File: config.mk
export PLATFORM = sky130hd
export DESIGN_NAME = skrt_ctrl
export DESIGN_NICKNAME = d
export VERILOG_FILES = /design/src/design/skrt_pkg.sv /design/src/design/skrt_ctrl.sv
export SDC_FILE = /design/constraint.sdc
export NUM_CORES = 1
export LEC_CHECK = 0
export ABC_AREA = 1
export BUFFER_PORTS_ARGS = -buffer_cell sky130_fd_sc_hd__clkbuf_2
export CAP_MARGIN = 10
export CORE_MARGIN = 5
export CORE_UTILIZATION = 40
export CTS_CLUSTER_DIAMETER = 50
export DETAILED_ROUTE_END_ITERATION = 7
export GPL_TIMING_DRIVEN = 0
export HOLD_SLACK_MARGIN = 0.15
export PLACE_DENSITY = 0.75
export SLEW_MARGIN = 15
export SYNTH_ARGS = -nofsm -noshare
export SYNTH_HDL_FRONTEND = slang
export SYNTH_SLANG_ARGS = --single-unit
export TNS_END_PERCENT = 50
File: constraint.sdc
create_clock -name clock -period 3.7 [get_ports clock]
set_clock_uncertainty 0.15 [all_clocks]
set_input_delay 0.185 -clock clock [delete_from_list [all_inputs] [get_ports clock]]
set_output_delay 0.185 -clock clock [all_outputs]
set_load 0.02 [all_outputs]
File: src/design/skrt_pkg.sv
// Shared types, codes and helpers for the sorted keyed record table.
`default_nettype none

package skrt_pkg;

   localparam int CAPACITY_DEF   = 32;
   localparam int NAME_CHARS_DEF = 24;

   // request codes
   localparam logic [2:0] REQ_INSERT = 3'd0;
   localparam logic [2:0] REQ_SEARCH = 3'd1;
   localparam logic [2:0] REQ_UPDATE = 3'd2;
   localparam logic [2:0] REQ_ERASE  = 3'd3;
   localparam logic [2:0] REQ_LIST   = 3'd4;

   // result status codes
   localparam logic [2:0] STAT_OK        = 3'd0;
   localparam logic [2:0] STAT_NOT_FOUND = 3'd1;
   localparam logic [2:0] STAT_DUPLICATE = 3'd2;
   localparam logic [2:0] STAT_FULL      = 3'd3;
   localparam logic [2:0] STAT_EMPTY     = 3'd4;

   // read address select
   localparam logic [1:0] RD_IDX   = 2'd0;
   localparam logic [1:0] RD_BELOW = 2'd1;
   localparam logic [1:0] RD_ABOVE = 2'd2;

   // write select
   localparam logic [1:0] WR_SHIFT = 2'd0;
   localparam logic [1:0] WR_NEW   = 2'd1;
   localparam logic [1:0] WR_UPD   = 2'd2;

   // result source select
   localparam logic [2:0] EMIT_REC   = 3'd0;
   localparam logic [2:0] EMIT_NEW   = 3'd1;
   localparam logic [2:0] EMIT_UPD   = 3'd2;
   localparam logic [2:0] EMIT_ERR   = 3'd3;
   localparam logic [2:0] EMIT_EMPTY = 3'd4;

   localparam logic signed [31:0] QTY_MAX = 32'sh7fff_ffff;
   localparam logic signed [31:0] QTY_MIN = 32'sh8000_0000;

   typedef struct packed {
      logic [2:0]         req_type;
      logic signed [31:0] part_key;
      logic [63:0]        name_word0;
      logic [63:0]        name_word1;
      logic [63:0]        name_word2;
      logic signed [31:0] amount;
   } req_beat_type;

   typedef struct packed {
      logic [2:0]         status;
      logic signed [31:0] out_key;
      logic [63:0]        out_name0;
      logic [63:0]        out_name1;
      logic [63:0]        out_name2;
      logic signed [31:0] quantity;
      logic               last_result;
   } rsp_beat_type;

   typedef struct packed {
      logic signed [31:0] key;
      logic [63:0]        name0;
      logic [63:0]        name1;
      logic [63:0]        name2;
      logic signed [31:0] qty;
   } rec_type;

   typedef struct packed {
      logic       latch_req;
      logic       idx_clear;
      logic       idx_inc;
      logic       rd_en;
      logic [1:0] rd_sel;
      logic       walk_load_count;
      logic       walk_load_idx;
      logic       walk_dec;
      logic       walk_inc;
      logic       wr_en;
      logic [1:0] wr_sel;
      logic       cnt_inc;
      logic       cnt_dec;
      logic       emit;
      logic [2:0] emit_src;
      logic [2:0] emit_status;
      logic       emit_last;
   } cmd_type;

   typedef struct packed {
      logic [2:0] req_code;
      logic       count_zero;
      logic       count_full;
      logic       idx_at_end;
      logic       idx_at_last;
      logic       key_below;
      logic       key_match;
      logic       walk_above_idx;
      logic       walk_up_more;
   } stat_type;

   // keep mask for one 8-byte name word
   function automatic logic [63:0] name_mask(input int word, input int chars);
      int keep;
      keep = chars - 8 * word;
      if (keep >= 8) begin
         return {64{1'b1}};
      end else if (keep <= 0) begin
         return 64'd0;
      end else begin
         return {64{1'b1}} >> (64 - 8 * keep);
      end
   endfunction

endpackage

`default_nettype wire

File: src/design/skrt_ctrl.sv
// Controller state machine for the sorted keyed record table.
`default_nettype none

module skrt_ctrl (
   input  wire logic              clock,
   input  wire logic              reset,
   input  wire logic              start,
   output logic                   busy,
   input  wire skrt_pkg::stat_type stat,
   output skrt_pkg::cmd_type      cmd
);
   import skrt_pkg::*;

   localparam logic [3:0] S_IDLE     = 4'd0;
   localparam logic [3:0] S_DECODE   = 4'd1;
   localparam logic [3:0] S_SCAN_RD  = 4'd2;
   localparam logic [3:0] S_SCAN_CHK = 4'd3;
   localparam logic [3:0] S_INS_RD   = 4'd4;
   localparam logic [3:0] S_INS_WR   = 4'd5;
   localparam logic [3:0] S_ERS_RD   = 4'd6;
   localparam logic [3:0] S_ERS_WR   = 4'd7;
   localparam logic [3:0] S_LIST_RD  = 4'd8;
   localparam logic [3:0] S_LIST_OUT = 4'd9;

   logic [3:0] state_ff, state_in;
   logic       resolve, found;

   assign busy = (state_ff != S_IDLE);

   always_comb begin
      cmd      = '0;
      state_in = state_ff;
      resolve  = 1'b0;
      found    = 1'b0;

      unique case (state_ff)
         S_IDLE: begin
            if (start) begin
               cmd.latch_req = 1'b1;
               cmd.idx_clear = 1'b1;
               state_in      = S_DECODE;
            end
         end
         S_DECODE: begin
            unique case (stat.req_code) inside
               REQ_INSERT: begin
                  if (stat.count_full) begin
                     cmd.emit        = 1'b1;
                     cmd.emit_src    = EMIT_ERR;
                     cmd.emit_status = STAT_FULL;
                     cmd.emit_last   = 1'b1;
                     state_in        = S_IDLE;
                  end else begin
                     state_in = S_SCAN_RD;
                  end
               end
               REQ_SEARCH, REQ_UPDATE, REQ_ERASE: state_in = S_SCAN_RD;
               REQ_LIST: begin
                  if (stat.count_zero) begin
                     cmd.emit        = 1'b1;
                     cmd.emit_src    = EMIT_EMPTY;
                     cmd.emit_status = STAT_EMPTY;
                     cmd.emit_last   = 1'b1;
                     state_in        = S_IDLE;
                  end else begin
                     state_in = S_LIST_RD;
                  end
               end
               default: state_in = S_IDLE;   // unused codes: dropped
            endcase
         end
         S_SCAN_RD: begin
            if (stat.idx_at_end) begin
               resolve = 1'b1;
            end else begin
               cmd.rd_en  = 1'b1;
               cmd.rd_sel = RD_IDX;
               state_in   = S_SCAN_CHK;
            end
         end
         S_SCAN_CHK: begin
            if (stat.key_below) begin
               cmd.idx_inc = 1'b1;
               state_in    = S_SCAN_RD;
            end else begin
               resolve = 1'b1;
               found   = stat.key_match;
            end
         end
         S_INS_RD: begin
            if (stat.walk_above_idx) begin
               cmd.rd_en  = 1'b1;
               cmd.rd_sel = RD_BELOW;
               state_in   = S_INS_WR;
            end else begin
               cmd.wr_en     = 1'b1;
               cmd.wr_sel    = WR_NEW;
               cmd.cnt_inc   = 1'b1;
               cmd.emit      = 1'b1;
               cmd.emit_src  = EMIT_NEW;
               cmd.emit_last = 1'b1;
               state_in      = S_IDLE;
            end
         end
         S_INS_WR: begin
            cmd.wr_en    = 1'b1;
            cmd.wr_sel   = WR_SHIFT;
            cmd.walk_dec = 1'b1;
            state_in     = S_INS_RD;
         end
         S_ERS_RD: begin
            if (stat.walk_up_more) begin
               cmd.rd_en  = 1'b1;
               cmd.rd_sel = RD_ABOVE;
               state_in   = S_ERS_WR;
            end else begin
               cmd.cnt_dec = 1'b1;
               state_in    = S_IDLE;
            end
         end
         S_ERS_WR: begin
            cmd.wr_en    = 1'b1;
            cmd.wr_sel   = WR_SHIFT;
            cmd.walk_inc = 1'b1;
            state_in     = S_ERS_RD;
         end
         S_LIST_RD: begin
            cmd.rd_en  = 1'b1;
            cmd.rd_sel = RD_IDX;
            state_in   = S_LIST_OUT;
         end
         S_LIST_OUT: begin
            cmd.emit      = 1'b1;
            cmd.emit_src  = EMIT_REC;
            cmd.emit_last = stat.idx_at_last;
            if (stat.idx_at_last) begin
               state_in = S_IDLE;
            end else begin
               cmd.idx_inc = 1'b1;
               state_in    = S_LIST_RD;
            end
         end
         default: state_in = S_IDLE;
      endcase

      // lookup finished: idx holds the lower-bound position
      if (resolve) begin
         cmd.emit_last = 1'b1;
         state_in      = S_IDLE;
         if (stat.req_code == REQ_INSERT) begin
            if (found) begin
               cmd.emit        = 1'b1;
               cmd.emit_src    = EMIT_ERR;
               cmd.emit_status = STAT_DUPLICATE;
            end else begin
               cmd.walk_load_count = 1'b1;
               state_in            = S_INS_RD;
            end
         end else if (!found) begin
            cmd.emit        = 1'b1;
            cmd.emit_src    = EMIT_ERR;
            cmd.emit_status = STAT_NOT_FOUND;
         end else begin
            cmd.emit = 1'b1;
            unique case (stat.req_code)
               REQ_UPDATE: begin
                  cmd.wr_en    = 1'b1;
                  cmd.wr_sel   = WR_UPD;
                  cmd.emit_src = EMIT_UPD;
               end
               REQ_ERASE: begin
                  cmd.emit_src      = EMIT_REC;
                  cmd.walk_load_idx = 1'b1;
                  state_in          = S_ERS_RD;
               end
               default: cmd.emit_src = EMIT_REC;
            endcase
         end
      end
   end

   always_ff @(posedge clock) begin
      if (reset) begin
         state_ff <= S_IDLE;
      end else begin
         state_ff <= state_in;
      end
   end

endmodule

`default_nettype wire

---- Word-level counts from Yosys, hierarchy flattened ----
Cells that the tools add are included.
word-level totals
  bits in registers ....................... 4
  input bits .............................. 14
  output and inout bits ................... 24
  logic and storage cells ................. 83
cells by class
  equal/unequal tests ..................... 16
  muxes and demuxes ....................... 60
  reduce and logical (&&, ||, !) cells .... 6
operator list
  operator                                              number
  2-to-1 mux 3 bit                                      14
  one-hot mux 4 bit (10 select lines)                   1
  2-to-1 mux 4 bit                                      9
  2-to-1 mux 8 bit                                      3
  one-hot mux 4 bit (3 select lines)                    2
  2-to-1 mux 1 bit                                      17
  equality test 4 x 3 -> 1 bit (second input constant)  4
  one-hot mux 8 bit (2 select lines)                    1
  2-to-1 mux 7 bit                                      2
  2-to-1 mux 2 bit                                      6
  one-hot mux 3 bit (4 select lines)                    1
  inequality test 3 bit (second input constant)         3
  equality test 4 x 2 -> 1 bit (second input constant)  2
  equality test 4 bit (second input constant)           2
  equality test 3 x 2 -> 1 bit (second input constant)  2
  one-hot mux 3 bit (2 select lines)                    1
  equality test 4 x 1 -> 1 bit (second input constant)  1
  zero test 4 bit                                       1
  one-hot mux 1 bit (2 select lines)                    2
  nonzero test 4 bit                                    1
  equality test 3 x 1 -> 1 bit (second input constant)  1
  equality test 3 bit (second input constant)           1
  zero test 3 bit                                       1
  one-hot mux 1 bit (3 select lines)                    1
  3 further kinds                                       3

---- Depth between registers and ports, before layout ----
Gate-level depths: netlist of the first run.
  depth after elaboration ................. 7
  mapped depth ............................ 8

---- Worst setup path after synthesis of the first run ----
Ideal clock, no wire load.
  path kind ............................... register to output
  start ................................... register state_ff[0]
  end ..................................... output cmd[22] (netlist bit)
  data arrival time ....................... 1354 ps
  required time ........................... 3365 ps
  path slack .............................. 2011 ps
  cell stages (with the launch flop) ...... 6
  cell sequence ........................... dfxtp_1 buf_4 nor2_2 nand2_1 nor2_1 buf_4
RTL lines
  item                      line              RTL
  start: declaration        skrt_ctrl.sv:25   logic [3:0] state_ff, state_in;
  start signal: assignment  skrt_ctrl.sv:186  state_ff <= state_in;
  end: declaration          skrt_ctrl.sv:10   output skrt_pkg::cmd_type cmd

---- Worst setup path in the final report of the first run ----
  start ................................... register state_ff[1]
  end ..................................... register state_ff[3]
on the way
  word-level cells in the longest chain between the ends .. 4
  elaborated cells on any way between the ends .. 17
ends and longest elaborated chain
  item                                line             RTL
  equality test 4 x 2 -> 1 bit        skrt_ctrl.sv:36  unique case (state_ff)
  one-hot mux 1 bit (2 select lines)  skrt_ctrl.sv:36
  inequality test 3 bit (no line)     --
  AND reduction 3 bit (no line)       --
Parallel ways exist; a longest one is shown, timed or not.
A chain may end at the register's enable or synchronous reset.

==> results of run 1 <==
==> power by group <==
group	internal [mW]	switching (mW)	total, mW
registers	0.0461	0.00116	0.0473
clock network	0.0363	0.0183	0.0546
logic	0.0343	0.0588	0.0931
total	0.117	0.0782	0.195
==> path summary, 6_finish.rpt <==
kind                                          startpoint                  endpoint  slack [ns]  depth (start not counted)
worst max-delay path            state_ff[1]$_SDFFE_PP0P_  state_ff[3]$_SDFFE_PP0P_        1.39                          8
worst min-delay path                               start  state_ff[0]$_SDFFE_PP0P_        0.17                          5
worst max register to register  state_ff[1]$_SDFFE_PP0P_  state_ff[3]$_SDFFE_PP0P_        1.39                          8
worst min register to register  state_ff[2]$_SDFFE_PP0P_  state_ff[0]$_SDFFE_PP0P_        0.54                          4
==> layout make-up <==
type	count	area [um2]
fill	160	610.6
clock buffer	3	22.52
tap	16	20.02
sequential	4	80.08
buffer	3	26.28
inverter	21	78.83
multi-input combinational	82	442.9
timing repair buffer	41	225.2
==> Yosys cell counts <==
| library cell | n | area share |
|---|---|---|
| sky130_fd_sc_hd__nand2_2 | 4 | 0.040 |
| sky130_fd_sc_hd__nand3_1 | 12 | 0.096 |
| sky130_fd_sc_hd__nand4_1 | 5 | 0.050 |
| sky130_fd_sc_hd__nor2_4 | 2 | 0.036 |
| sky130_fd_sc_hd__inv_1 | 16 | 0.096 |
| sky130_fd_sc_hd__dfxtp_1 | 4 | 0.13 |
| sky130_fd_sc_hd__a31oi_1 | 1 | 0.010 |
| sky130_fd_sc_hd__nor3_1 | 2 | 0.016 |
| sky130_fd_sc_hd__o21ai_1 | 1 | 0.0080 |
| sky130_fd_sc_hd__nor2_2 | 5 | 0.050 |
| sky130_fd_sc_hd__a21oi_1 | 1 | 0.0080 |
| sky130_fd_sc_hd__nand2_4 | 2 | 0.036 |
| sky130_fd_sc_hd__o21ai_2 | 1 | 0.014 |
| sky130_fd_sc_hd__nand2_1 | 20 | 0.12 |
| sky130_fd_sc_hd__nor2_1 | 17 | 0.10 |
| sky130_fd_sc_hd__o21ai_0 | 1 | 0.0080 |
| sky130_fd_sc_hd__buf_4 | 2 | 0.024 |
| sky130_fd_sc_hd__or2_1 | 1 | 0.010 |
| sky130_fd_sc_hd__clkinv_1 | 1 | 0.0060 |
| sky130_fd_sc_hd__buf_6 | 1 | 0.018 |
| sky130_fd_sc_hd__a31oi_2 | 1 | 0.020 |
| sky130_fd_sc_hd__a21oi_2 | 3 | 0.042 |
| sky130_fd_sc_hd__nand3_2 | 1 | 0.016 |
| sky130_fd_sc_hd__o2111ai_1 | 1 | 0.014 |
| sky130_fd_sc_hd__o211ai_1 | 1 | 0.012 |
| sky130_fd_sc_hd__inv_2 | 4 | 0.024 |
==> kinds of logic after synthesis <==
group           synth area share
buf+inv                   0.1673
compound gates            0.1355
flops                     0.1275
simple gates              0.5697
==> repair_timing <==
item | 4_1_cts | 5_1_grt
endpoints found under the hold margin | 4 | 0
gates resized for setup | 0 | 0
hold buffers | 4 | 0
==> routing by layer <==
metal  vias to the layer above  routed length [um]
met5                         -                   0
met4                         0                   7
met3                         2                 162
met2                        38                 895
met1                       383                 849
li1                        441                   -
==> stage by stage <==
step	total power, mW	util	hold slack (ns)
2_1_floorplan	0.1106	-	0.09744
3_3_place_gp	0.1373	0.5532	0.2625
3_5_place_dp	0.1389	0.5532	0.2658
4_1_cts	0.1962	0.5947	0.1844
5_1_grt	0.2100	0.5947	0.2058
6_report	0.1950	0.5947	0.1730
==> worst reg2reg max path, cell delays in order, from the launching register on <==
cell and delay [ns]:
sky130_fd_sc_hd__dfxtp_1 0.30, sky130_fd_sc_hd__buf_6 0.14, sky130_fd_sc_hd__clkinv_1 0.06, sky130_fd_sc_hd__nand2_1 0.07
sky130_fd_sc_hd__nor2_4 0.16, sky130_fd_sc_hd__nand4_1 0.10, sky130_fd_sc_hd__dlygate4sd3_1 0.56, sky130_fd_sc_hd__a31oi_1 0.15
sky130_fd_sc_hd__dlygate4sd3_1 0.57
==> summary.md, run 1 <==
| Metric | Value |
|---|---|
| Largest register by flop count | `state_ff` |
| Boundary pin count | `38` |
| Max rail drop VDD | `slightly below 0.1 mV` |
| CTS tree | `done` |
| Number of hold-slack violations in the final timing report | `0` |
| Sequential-to-total area share from yosys stat | `0.1275` |
| Worst Tran Pin Value | `around 0.27 ns` |
| Average cell area after synthesis | `between 5 and 6 um2` |
| Mean routed wirelength per cell | `~11 um` |
| Number of storage elements in the synthesis netlist | `4` |
| Max stage delay on crit path | `0.57 ns` |
| Dpl cells | `~160` |
| Largest driver fanout on the critical path | `10` |
| Total placed instance area | `about 830 um2` |
| Series of cell instances along the critical path | `buf_6, clkinv_1, nand2_1, nor2_4, nand4_1, dlygate4sd3_1, a31oi_1, dlygate4sd3_1` |
| Crit path time final | `between 2 and 2.5 ns` |
| Total die area | `around 2500 um2` |
| Outcome | `finished clean` |
| Final critical-path share of the clock period | `0.6247` |
| WP data required | `about 3.7 ns` |
| Setup slack after layout | `around 1.4 ns` |
| Starting Density | `0.4169` |
| Maximum Capacitance Violations | `0` |
| Number of iterations in the first detailed-routing pass | `4` |
| Number of remaining DRC errors | `0` |
| Finish-stage setup viols | `0` |
| Sum of overflow across all layers after global routing | `0` |
| Dominant delay contributor by cell family on the critical path | `buffers and inverters` |
| Number of buffers inserted by post-CTS setup repair | `0` |
| Slowest cell on crit path | `sky130_fd_sc_hd__dlygate4sd3_1` |
| Post-detailed-routing wire length | `1915 um` |
| Total CTS buffers | `3` |
| Busiest layer in global routing | `met2` |
| Flip-flop count of the largest register after layout | `4` |
| Deepest clock path buffer count | `2` |
| Setup crit end kind | `flip-flop` |
| Mapped Area | `roughly 630 um2` |
| Registers with the most flip-flops | `state_ff (4)` |
| Vias in the first global route | `780` |
| Min-Delay Path Class | `input pin to flip-flop` |
| RD Place Congestion | `0.8495` |
| Ys Warns | `0` |
| Most common cell after layout, fill and taps aside | `sky130_fd_sc_hd__clkbuf_2` |
| Startpoint class of the critical path | `flip-flop` |
| Ratio of total power to cell area | `roughly 220 nW/um2` |
| Die boundary width | `around 50 um` |
| Fin area | `around 900 um2` |
| Post-synthesis cell count | `110` |
| Unrepaired setup endpoints after global routing | `false` |
| CP bufs+invs | `4` |
| Total via count in the routed design | `864` |
| Tightest slew margin relative to the limit | `0.8218` |
| First-iteration detailed-routing DRC count | `22` |
| NumNets Final | `170` |
| Register clock-pin slew on the reported worst setup and hold paths | `0.04 ns` |
| First-pass GRT wire length | `3229 um` |
| Antenna violations before repair | `0` |
| Leakage power figure | `approximately 0.54 nW` |
| Setup Total Neg Slack | `0 ns` |
| Worst-case setup slack after placement | `around 2 ns` |
| Clock tree root driver cell | `sky130_fd_sc_hd__clkbuf_4` |
| Met2 usage | `0.2542` |
| Number of nets still failing antenna checks after routing | `0` |
| Final-report max-slew violation count | `0` |
| Number of rows in the core area | `14` |
| DPL Wire Length | `approximately 1600 um` |
| Maximum clock frequency | `approximately 0.43 GHz` |
| Critical Setup Path Class | `flip-flop to flip-flop` |
| CTS Sinks | `4` |
| Netlist cell types | `26` |
| GR Layer Usage met3 | `0.04217` |
| Routed vias/inst | `5.082` |
| Total routing usage reported by global routing | `0.1565` |
| Cell repeated most along the worst path | `sky130_fd_sc_hd__dlygate4sd3_1` |
| Arrival time of the worst setup path | `2.34 ns` |
| Total of buffers placed on input and output ports | `37` |
| Share of layout cells above drive strength 1 | `0.4286` |
| Largest net degree at the start of global routing | `11` |
| Latest clock arrival within the worst-skew pair | `0.24 ns` |
| Number of nets produced by synthesis | `around 120` |
| H-Tree Depth | `1` |
| M1 GR Usage | `0.2004` |
| Antenna Diode Count | `0` |
| Commonest non-fill, non-tap cells in the layout | `sky130_fd_sc_hd__clkbuf_2, sky130_fd_sc_hd__nand2_1, sky130_fd_sc_hd__nor2_1` |
| Die height | `slightly below 50 um` |
| Layout overhead on the synthesized area | `42.63%` |
| Post-Layout Cell Count | `between 150 and 200` |
| Total core area | `1506 um2` |
Power figures use the tool's default switching activity.
==> run 2: changes to the inputs <==
Settings changed: CORE_UTILIZATION 40 to 38.
Clock period 3.7 ns to 2.1 ns, I/O delays scaled along.
==> run 2 against run 1 <==
Utilization shrank 0.70 points. Register-to-register slack got worse by 1.2 ns. Non-clock buffer count rose by 1. Maximum frequency increased by 19%. Die area increased by 4.2%. Global-route usage down 0.47 points. Hold slack worse by 0.015 ns. Critical path type unchanged. Combinational power rose by 78%. Sequential power increased by 77%. Clock power rose by 66%.
==> summary.md, run 2 (synthesized netlist as in run 1, its figures left out) <==
| Metric | Value |
|---|---|
| Outcome | `finished clean` |
| Boundary pin count | `38 (unchanged)` |
| H-Tree Depth | `1 (unchanged)` |
| Setup Total Neg Slack | `0 ns (unchanged)` |
| Final-report max-slew violation count | `0 (unchanged)` |
| Cells on worst reg2reg path | `9 (+1)` |
| Die height | `50.66 um (+2.1%)` |
| Total core area | `1541 um2 (+2.3%)` |
| DPL Wire Length | `1584 um (+1.1%)` |
| RD Place Congestion | `0.8314 (-2.1%)` |
| Total placed instance area | `833.3 um2 (unchanged)` |
| Tightest slew margin relative to the limit | `0.8088 (-0.01292)` |
| Total routing usage reported by global routing | `0.1519 (-0.004662)` |
| Total via count in the routed design | `841 (-2.7%)` |
| Clock tree root driver cell | `sky130_fd_sc_hd__clkbuf_4` |
| Post-cts repair resize count | `0 (unchanged)` |
| Min-Delay Path Class | `input pin to flip-flop` |
| Count of filler cells inserted in the layout | `165 (+3.1%)` |
| Startpoint class of the critical path | `flip-flop` |
| Commonest non-fill, non-tap cells in the layout | `sky130_fd_sc_hd__clkbuf_2, sky130_fd_sc_hd__nand2_1, sky130_fd_sc_hd__nor2_1` |
| Max rail drop VDD | `0.1844 mV (+88%)` |
| Number of iterations in the first detailed-routing pass | `4 (unchanged)` |
| Ratio of total power to cell area | `376.1 nW/um2 (+73%)` |
| Layout overhead on the synthesized area | `44.22%` |
| Maximum clock frequency | `0.5153 GHz (+19%)` |
| Number of hold-slack violations in the final timing report | `0 (unchanged)` |
| Register clock-pin slew on the reported worst setup and hold paths | `0.04 ns (about the same)` |
| Routed vias/inst | `4.918 (-3.2%)` |
| Flip-flop count of the largest register after layout | `4 (unchanged)` |
| Antenna violations before repair | `0 (unchanged)` |
| Latest clock arrival within the worst-skew pair | `0.22 ns (-0.02 ns)` |
| Total design power | `0.3407 mW (+75%)` |
| Unrepaired setup endpoints after global routing | `false` |
| Finish-stage setup viols | `0 (unchanged)` |
| Number of nets still failing antenna checks after routing | `0 (unchanged)` |
| Maximum Capacitance Violations | `0 (unchanged)` |
| Share of layout cells above drive strength 1 | `0.4258 (-0.002765)` |
| Number of remaining DRC errors | `0 (unchanged)` |
| Deepest clock path buffer count | `2 (unchanged)` |
| Mean routed wirelength per cell | `10.74 um (-4.7%)` |
| Number of cells on the worst hold path | `4 (-1)` |
| Final-layout worst hold slack | `0.1585 ns (-0.01459 ns)` |
| NumNets Final | `171 (+0.59%)` |
| First-pass GRT wire length | `3298 um (+2.1%)` |
| Sum of overflow across all layers after global routing | `0 (unchanged)` |
| CTS Sinks | `4 (unchanged)` |
| Worst reg2reg path endpoint | `state_ff[0]$_SDFFE_PP0P_` |
| Die boundary width | `50.66 um (+2.1%)` |
| Registers with the most flip-flops | `state_ff (4)` |
| Launch point of the worst reg-to-reg path | `state_ff[2]$_SDFFE_PP0P_` |
| Largest driver fanout on the critical path | `5 (-5)` |
| Number of rows in the core area | `14 (unchanged)` |
| Total CTS buffers | `3 (unchanged)` |
| Worst hold path startpoint | `stat[10]` |
| Post-detailed-routing wire length | `1836 um (-4.1%)` |
| Total die area | `2566 um2 (+4.2%)` |
| Arrival time of the worst setup path | `1.90 ns (-0.44 ns)` |
| Fin area | `905.9 um2 (+1.1%)` |
| Largest register by flop count | `state_ff` |
| WP data required | `2.06 ns (-1.67 ns)` |
| Starting Density | `0.4075 (-0.009476)` |
| Crit. Startpoint | `state_ff[2]$_SDFFE_PP0P_` |
| First-iteration detailed-routing DRC count | `22 (unchanged)` |
| Utilization of the core after routing | `0.5877 (-0.007022)` |
| Critical Setup Path Class | `flip-flop to flip-flop` |
| Final critical-path share of the clock period | `0.9241 (+0.2994)` |
| Crit path time final | `1.941 ns (-0.3708 ns)` |
| Total of buffers placed on input and output ports | `37 (unchanged)` |
| Most common cell after layout, fill and taps aside | `sky130_fd_sc_hd__clkbuf_2` |
| Worst reg-to-reg setup slack | `0.16 ns (-1.23 ns)` |
| Vias in the first global route | `784 (+0.51%)` |
| Antenna Diode Count | `0 (unchanged)` |
| Leakage power figure | `0.5503 nW (+1.5%)` |
| CTS tree | `done` |
| Largest net degree at the start of global routing | `11 (unchanged)` |
| Setup crit end kind | `flip-flop` |
| Worst Tran Pin Value | `0.2867 ns (+0.01938 ns)` |
| Hold path endpoint | `state_ff[1]$_SDFFE_PP0P_` |
==> run 2: changes by cell type in the layout (fill, tap and decap cells not counted) <==
cell	before	now
sky130_fd_sc_hd__dlygate4sd3_1	4	5
==> run 2: how the worst max path moves through the flow <==
stage	to	slack, ns	depth (start not counted)
2_1_floorplan	cmd[22]	0.49	5
3_3_place_gp	cmd[4]	0.52	8
3_5_place_dp	cmd[4]	0.48	8
4_1_cts	state_ff[0]$_SDFFE_PP0P_	0.16	9
5_1_grt	state_ff[3]$_SDFFE_PP0P_	0.0009	6
6_report	state_ff[0]$_SDFFE_PP0P_	0.16	9
==> run 2: per-layer routing <==
layer / global-route usage / vias to the layer above / wire length, um
li1: - / 445 / -
met1: 0.2091 / 363 / 806
met2: 0.2459 / 31 / 860
met3: 0.02959 / 2 / 158
met4: 0.02553 / 0 / 12
met5: 0 / - / 0
==> run 2: layout make-up <==
type / count / area (um2) / share of cell area
well taps: 16 / 20.02 / 0.02210
flip-flops and latches: 4 / 80.08 / 0.08840
clock buffers: 3 / 22.52 / 0.02486
inverters: 21 / 78.83 / 0.08702
plain buffers: 3 / 26.28 / 0.02901
multi-input cells: 82 / 442.9 / 0.4890
repair buffers: 42 / 235.2 / 0.2597
==> run 2: through the flow <==
stage                     cells  setup slack [ns]
final                       171            0.1594
after global routing        171         0.0008926
after CTS                   171            0.1645
after detailed placement    163            0.4838
after global placement      163            0.5150
after floorplan             110            0.4913
==> run 2: worst max-delay path: stages (launching register included) <==
cell and delay [ns]:
sky130_fd_sc_hd__dfxtp_1 0.32, sky130_fd_sc_hd__inv_1 0.14, sky130_fd_sc_hd__nand2_4 0.09, sky130_fd_sc_hd__nor2_4 0.15, sky130_fd_sc_hd__nand2_1 0.10, sky130_fd_sc_hd__o21ai_2 0.14
sky130_fd_sc_hd__nor2_1 0.07, sky130_fd_sc_hd__nand3_1 0.07, sky130_fd_sc_hd__nor2_1 0.04, sky130_fd_sc_hd__dlygate4sd3_1 0.55
==> run 2: repair_timing <==
action,CTS,global route
endpoints found under the hold margin,4,0
buffers inserted,0,0
hold buffers,5,0
==> run 2: report_power, final <==
group	internal [mW]	switching [mW]
Sequential	0.0813	0.00238
Combinational	0.0645	0.102
Clock	0.0636	0.0270
Total	0.209	0.131
==> run 3: changes to the inputs <==
Settings changed: CORE_UTILIZATION 38 to 32, PLACE_DENSITY 0.75 to not set.
==> run 3 against run 2 <==
Non-clock buffer count rose by 2. Die area rose by 15%. Maximum frequency fell by 2.9%. Highest routed layer unchanged.
==> summary.md, run 3 (synthesized netlist as in run 1, its figures left out) <==
| Metric | Value |
|---|---|
| Routed vias/inst | `4.717 (-4.1%)` |
| Leakage power figure | `0.5564 nW (+1.1%)` |
| Maximum clock frequency | `0.5002 GHz (-2.9%)` |
| Latest clock arrival within the worst-skew pair | `0.25 ns (+0.03 ns)` |
| Most common cell after layout, fill and taps aside | `sky130_fd_sc_hd__clkbuf_2` |
| Ratio of total power to cell area | `381.8 nW/um2 (+1.5%)` |
| Post-Layout Cell Count | `184 (+7.6%)` |
| Maximum Capacitance Violations | `0 (unchanged)` |
| Number of hold-slack violations in the final timing report | `0 (unchanged)` |
| Antenna violations before repair | `0 (unchanged)` |
| First-pass GRT wire length | `3208 um (-2.7%)` |
| Max rail drop VDD | `0.2230 mV (+21%)` |
| Largest register by flop count | `state_ff` |
| DPL Wire Length | `1638 um (+3.4%)` |
| Number of buffers inserted by post-CTS setup repair | `0 (unchanged)` |
| RD Place Congestion | `0.7987 (-3.9%)` |
| Max stage delay on crit path | `0.55 ns (about the same)` |
| CTS tree | `done` |
| Crit. Startpoint | `state_ff[3]$_SDFFE_PP0P_` |
| CTS Sinks | `4 (unchanged)` |
| First-iteration detailed-routing DRC count | `21 (-4.5%)` |
| Setup crit end kind | `flip-flop` |
| Commonest non-fill, non-tap cells in the layout | `sky130_fd_sc_hd__clkbuf_2, sky130_fd_sc_hd__nand2_1, sky130_fd_sc_hd__nor2_1` |
| Dominant delay contributor by cell family on the critical path | `buffers and inverters` |
| Finish-stage setup viols | `0 (unchanged)` |
| Number of iterations in the first detailed-routing pass | `5 (+1)` |
| Slowest cell on crit path | `sky130_fd_sc_hd__dlygate4sd3_1` |
| Arrival time of the worst setup path | `1.97 ns (+0.07 ns)` |
| Total placed instance area | `847.1 um2 (+1.7%)` |
| Share of layout cells above drive strength 1 | `0.4204 (-0.005424)` |
| Boundary pin count | `38 (unchanged)` |
| Crit path time final | `1.999 ns (+0.05846 ns)` |
| Clock tree root driver cell | `sky130_fd_sc_hd__clkbuf_4` |
| WP data required | `2.07 ns (about the same)` |
| Layout overhead on the synthesized area | `50.80%` |
| Worst Tran Pin Value | `0.2768 ns (-0.009902 ns)` |
| Critical Setup Path Class | `flip-flop to flip-flop` |
| Die height | `54.31 um (+7.2%)` |
| Antenna Diode Count | `0 (unchanged)` |
| Count of filler cells inserted in the layout | `227 (+38%)` |
| Die boundary width | `54.31 um (+7.2%)` |
| Post-detailed-routing wire length | `2002 um (+9.0%)` |
| Final critical-path share of the clock period | `0.9519 (+0.02784)` |
| Min-Delay Path Class | `input pin to flip-flop` |
| Worst hold path startpoint | `stat[5]` |
| Registers with the most flip-flops | `state_ff (4)` |
| Startpoint class of the critical path | `flip-flop` |
| Tightest slew margin relative to the limit | `0.8152 (+0.006375)` |
| Final-report max-slew violation count | `0 (unchanged)` |
| Vias in the first global route | `793 (+1.1%)` |
| Total core area | `1922 um2 (+25%)` |
| Worst reg-to-reg setup slack | `0.10 ns (-0.06 ns)` |
| Total design power | `0.3617 mW (+6.1%)` |
| Deepest clock path buffer count | `2 (unchanged)` |
| Fin area | `947.2 um2 (+4.6%)` |
| Series of cell instances along the critical path | `inv_2, nand2_4, nor2_4, nand2_1, o21ai_4, inv_2, nand2_1, a21oi_2, dlygate4sd3_1` |
| Mean routed wirelength per cell | `10.88 um (+1.3%)` |
| Total CTS buffers | `3 (unchanged)` |
| Number of rows in the core area | `16 (+2)` |
| H-Tree Depth | `1 (unchanged)` |
| CP bufs+invs | `3 (+1)` |
| Number of nets still failing antenna checks after routing | `0 (unchanged)` |
| Total via count in the routed design | `868 (+3.2%)` |
| Launch point of the worst reg-to-reg path | `state_ff[3]$_SDFFE_PP0P_` |
| Largest net degree at the start of global routing | `11 (unchanged)` |
| Outcome | `finished clean` |
| Register clock-pin slew on the reported worst setup and hold paths | `0.04 ns (about the same)` |
| Total routing usage reported by global routing | `0.1458 (-0.006125)` |
| Number of remaining DRC errors | `0 (unchanged)` |
| Sum of overflow across all layers after global routing | `0 (unchanged)` |
| Flip-flop count of the largest register after layout | `4 (unchanged)` |
| Setup Total Neg Slack | `0 ns (unchanged)` |
| Dpl cells | `174 (+6.7%)` |
| Starting Density | `0.3268 (-0.08064)` |
| NumNets Final | `173 (+1.2%)` |
| Total die area | `2949 um2 (+15%)` |
| Total of buffers placed on input and output ports | `37 (unchanged)` |
| Largest driver fanout on the critical path | `6 (+1)` |
## run 3: timing repair
action                                  in CTS  in global routing
resized for setup                            0                  1
endpoints found under the hold margin        4                  0
hold buffers                                 7                  0
endpoints found under the setup margin       0                  1
## run 3: through the flow
stage	hold slack, ns	util	setup slack [ns]
final	0.1729	0.4928	0.1010
after floorplan	0.01744	-	0.4913
after CTS	0.1662	0.4889	0.1105
after detailed placement	0.1787	0.4408	0.4941
after global placement	0.1830	0.4408	0.5026
after global routing	0.2312	0.4928	-0.002419
## run 3: final timing paths
check,depth (start not counted),endpoint
setup / recovery,9,state_ff[1]$_SDFFE_PP0P_
hold / removal,5,state_ff[2]$_SDFFE_PP0P_
setup reg to reg,9,state_ff[1]$_SDFFE_PP0P_
hold reg to reg,2,state_ff[3]$_SDFFE_PP0P_
## run 3: area by class of cell
type / count / area, um2 / share of cell area
clock buffers: 3 / 22.52 / 0.02378
well taps: 27 / 33.78 / 0.03567
repair buffers: 44 / 255.2 / 0.2695
multi-input cells: 82 / 450.4 / 0.4756
plain buffers: 3 / 26.28 / 0.02774
inverters: 21 / 78.83 / 0.08322
flip-flops and latches: 4 / 80.08 / 0.08454
## run 3: worst min-delay path, stage by stage
cell	delay (ns)
sky130_fd_sc_hd__clkbuf_2	0.09
sky130_fd_sc_hd__inv_1	0.09
sky130_fd_sc_hd__o21ai_4	0.09
sky130_fd_sc_hd__nand2_1	0.08
sky130_fd_sc_hd__a21oi_2	0.05
## run 3: per-layer routing
metal  vias to the layer above  part of all wire  wire length [um]  global-route usage
met1                       375              0.44               887              0.1777
li1                        448                 -                 -                   -
met3                         4             0.084               168             0.02452
met4                         0             0.017                34             0.07054
met2                        41              0.46               913              0.2450
met5                         -                 0                 0                   0
## run 3: power breakdown
| group | internal (mW) | total, mW | switching, mW |
|---|---|---|---|
| sequential | 0.0812 | 0.0834 | 0.00213 |
| clock | 0.0643 | 0.103 | 0.0382 |
| combinational | 0.0682 | 0.176 | 0.108 |
| total | 0.214 | 0.362 | 0.148 |
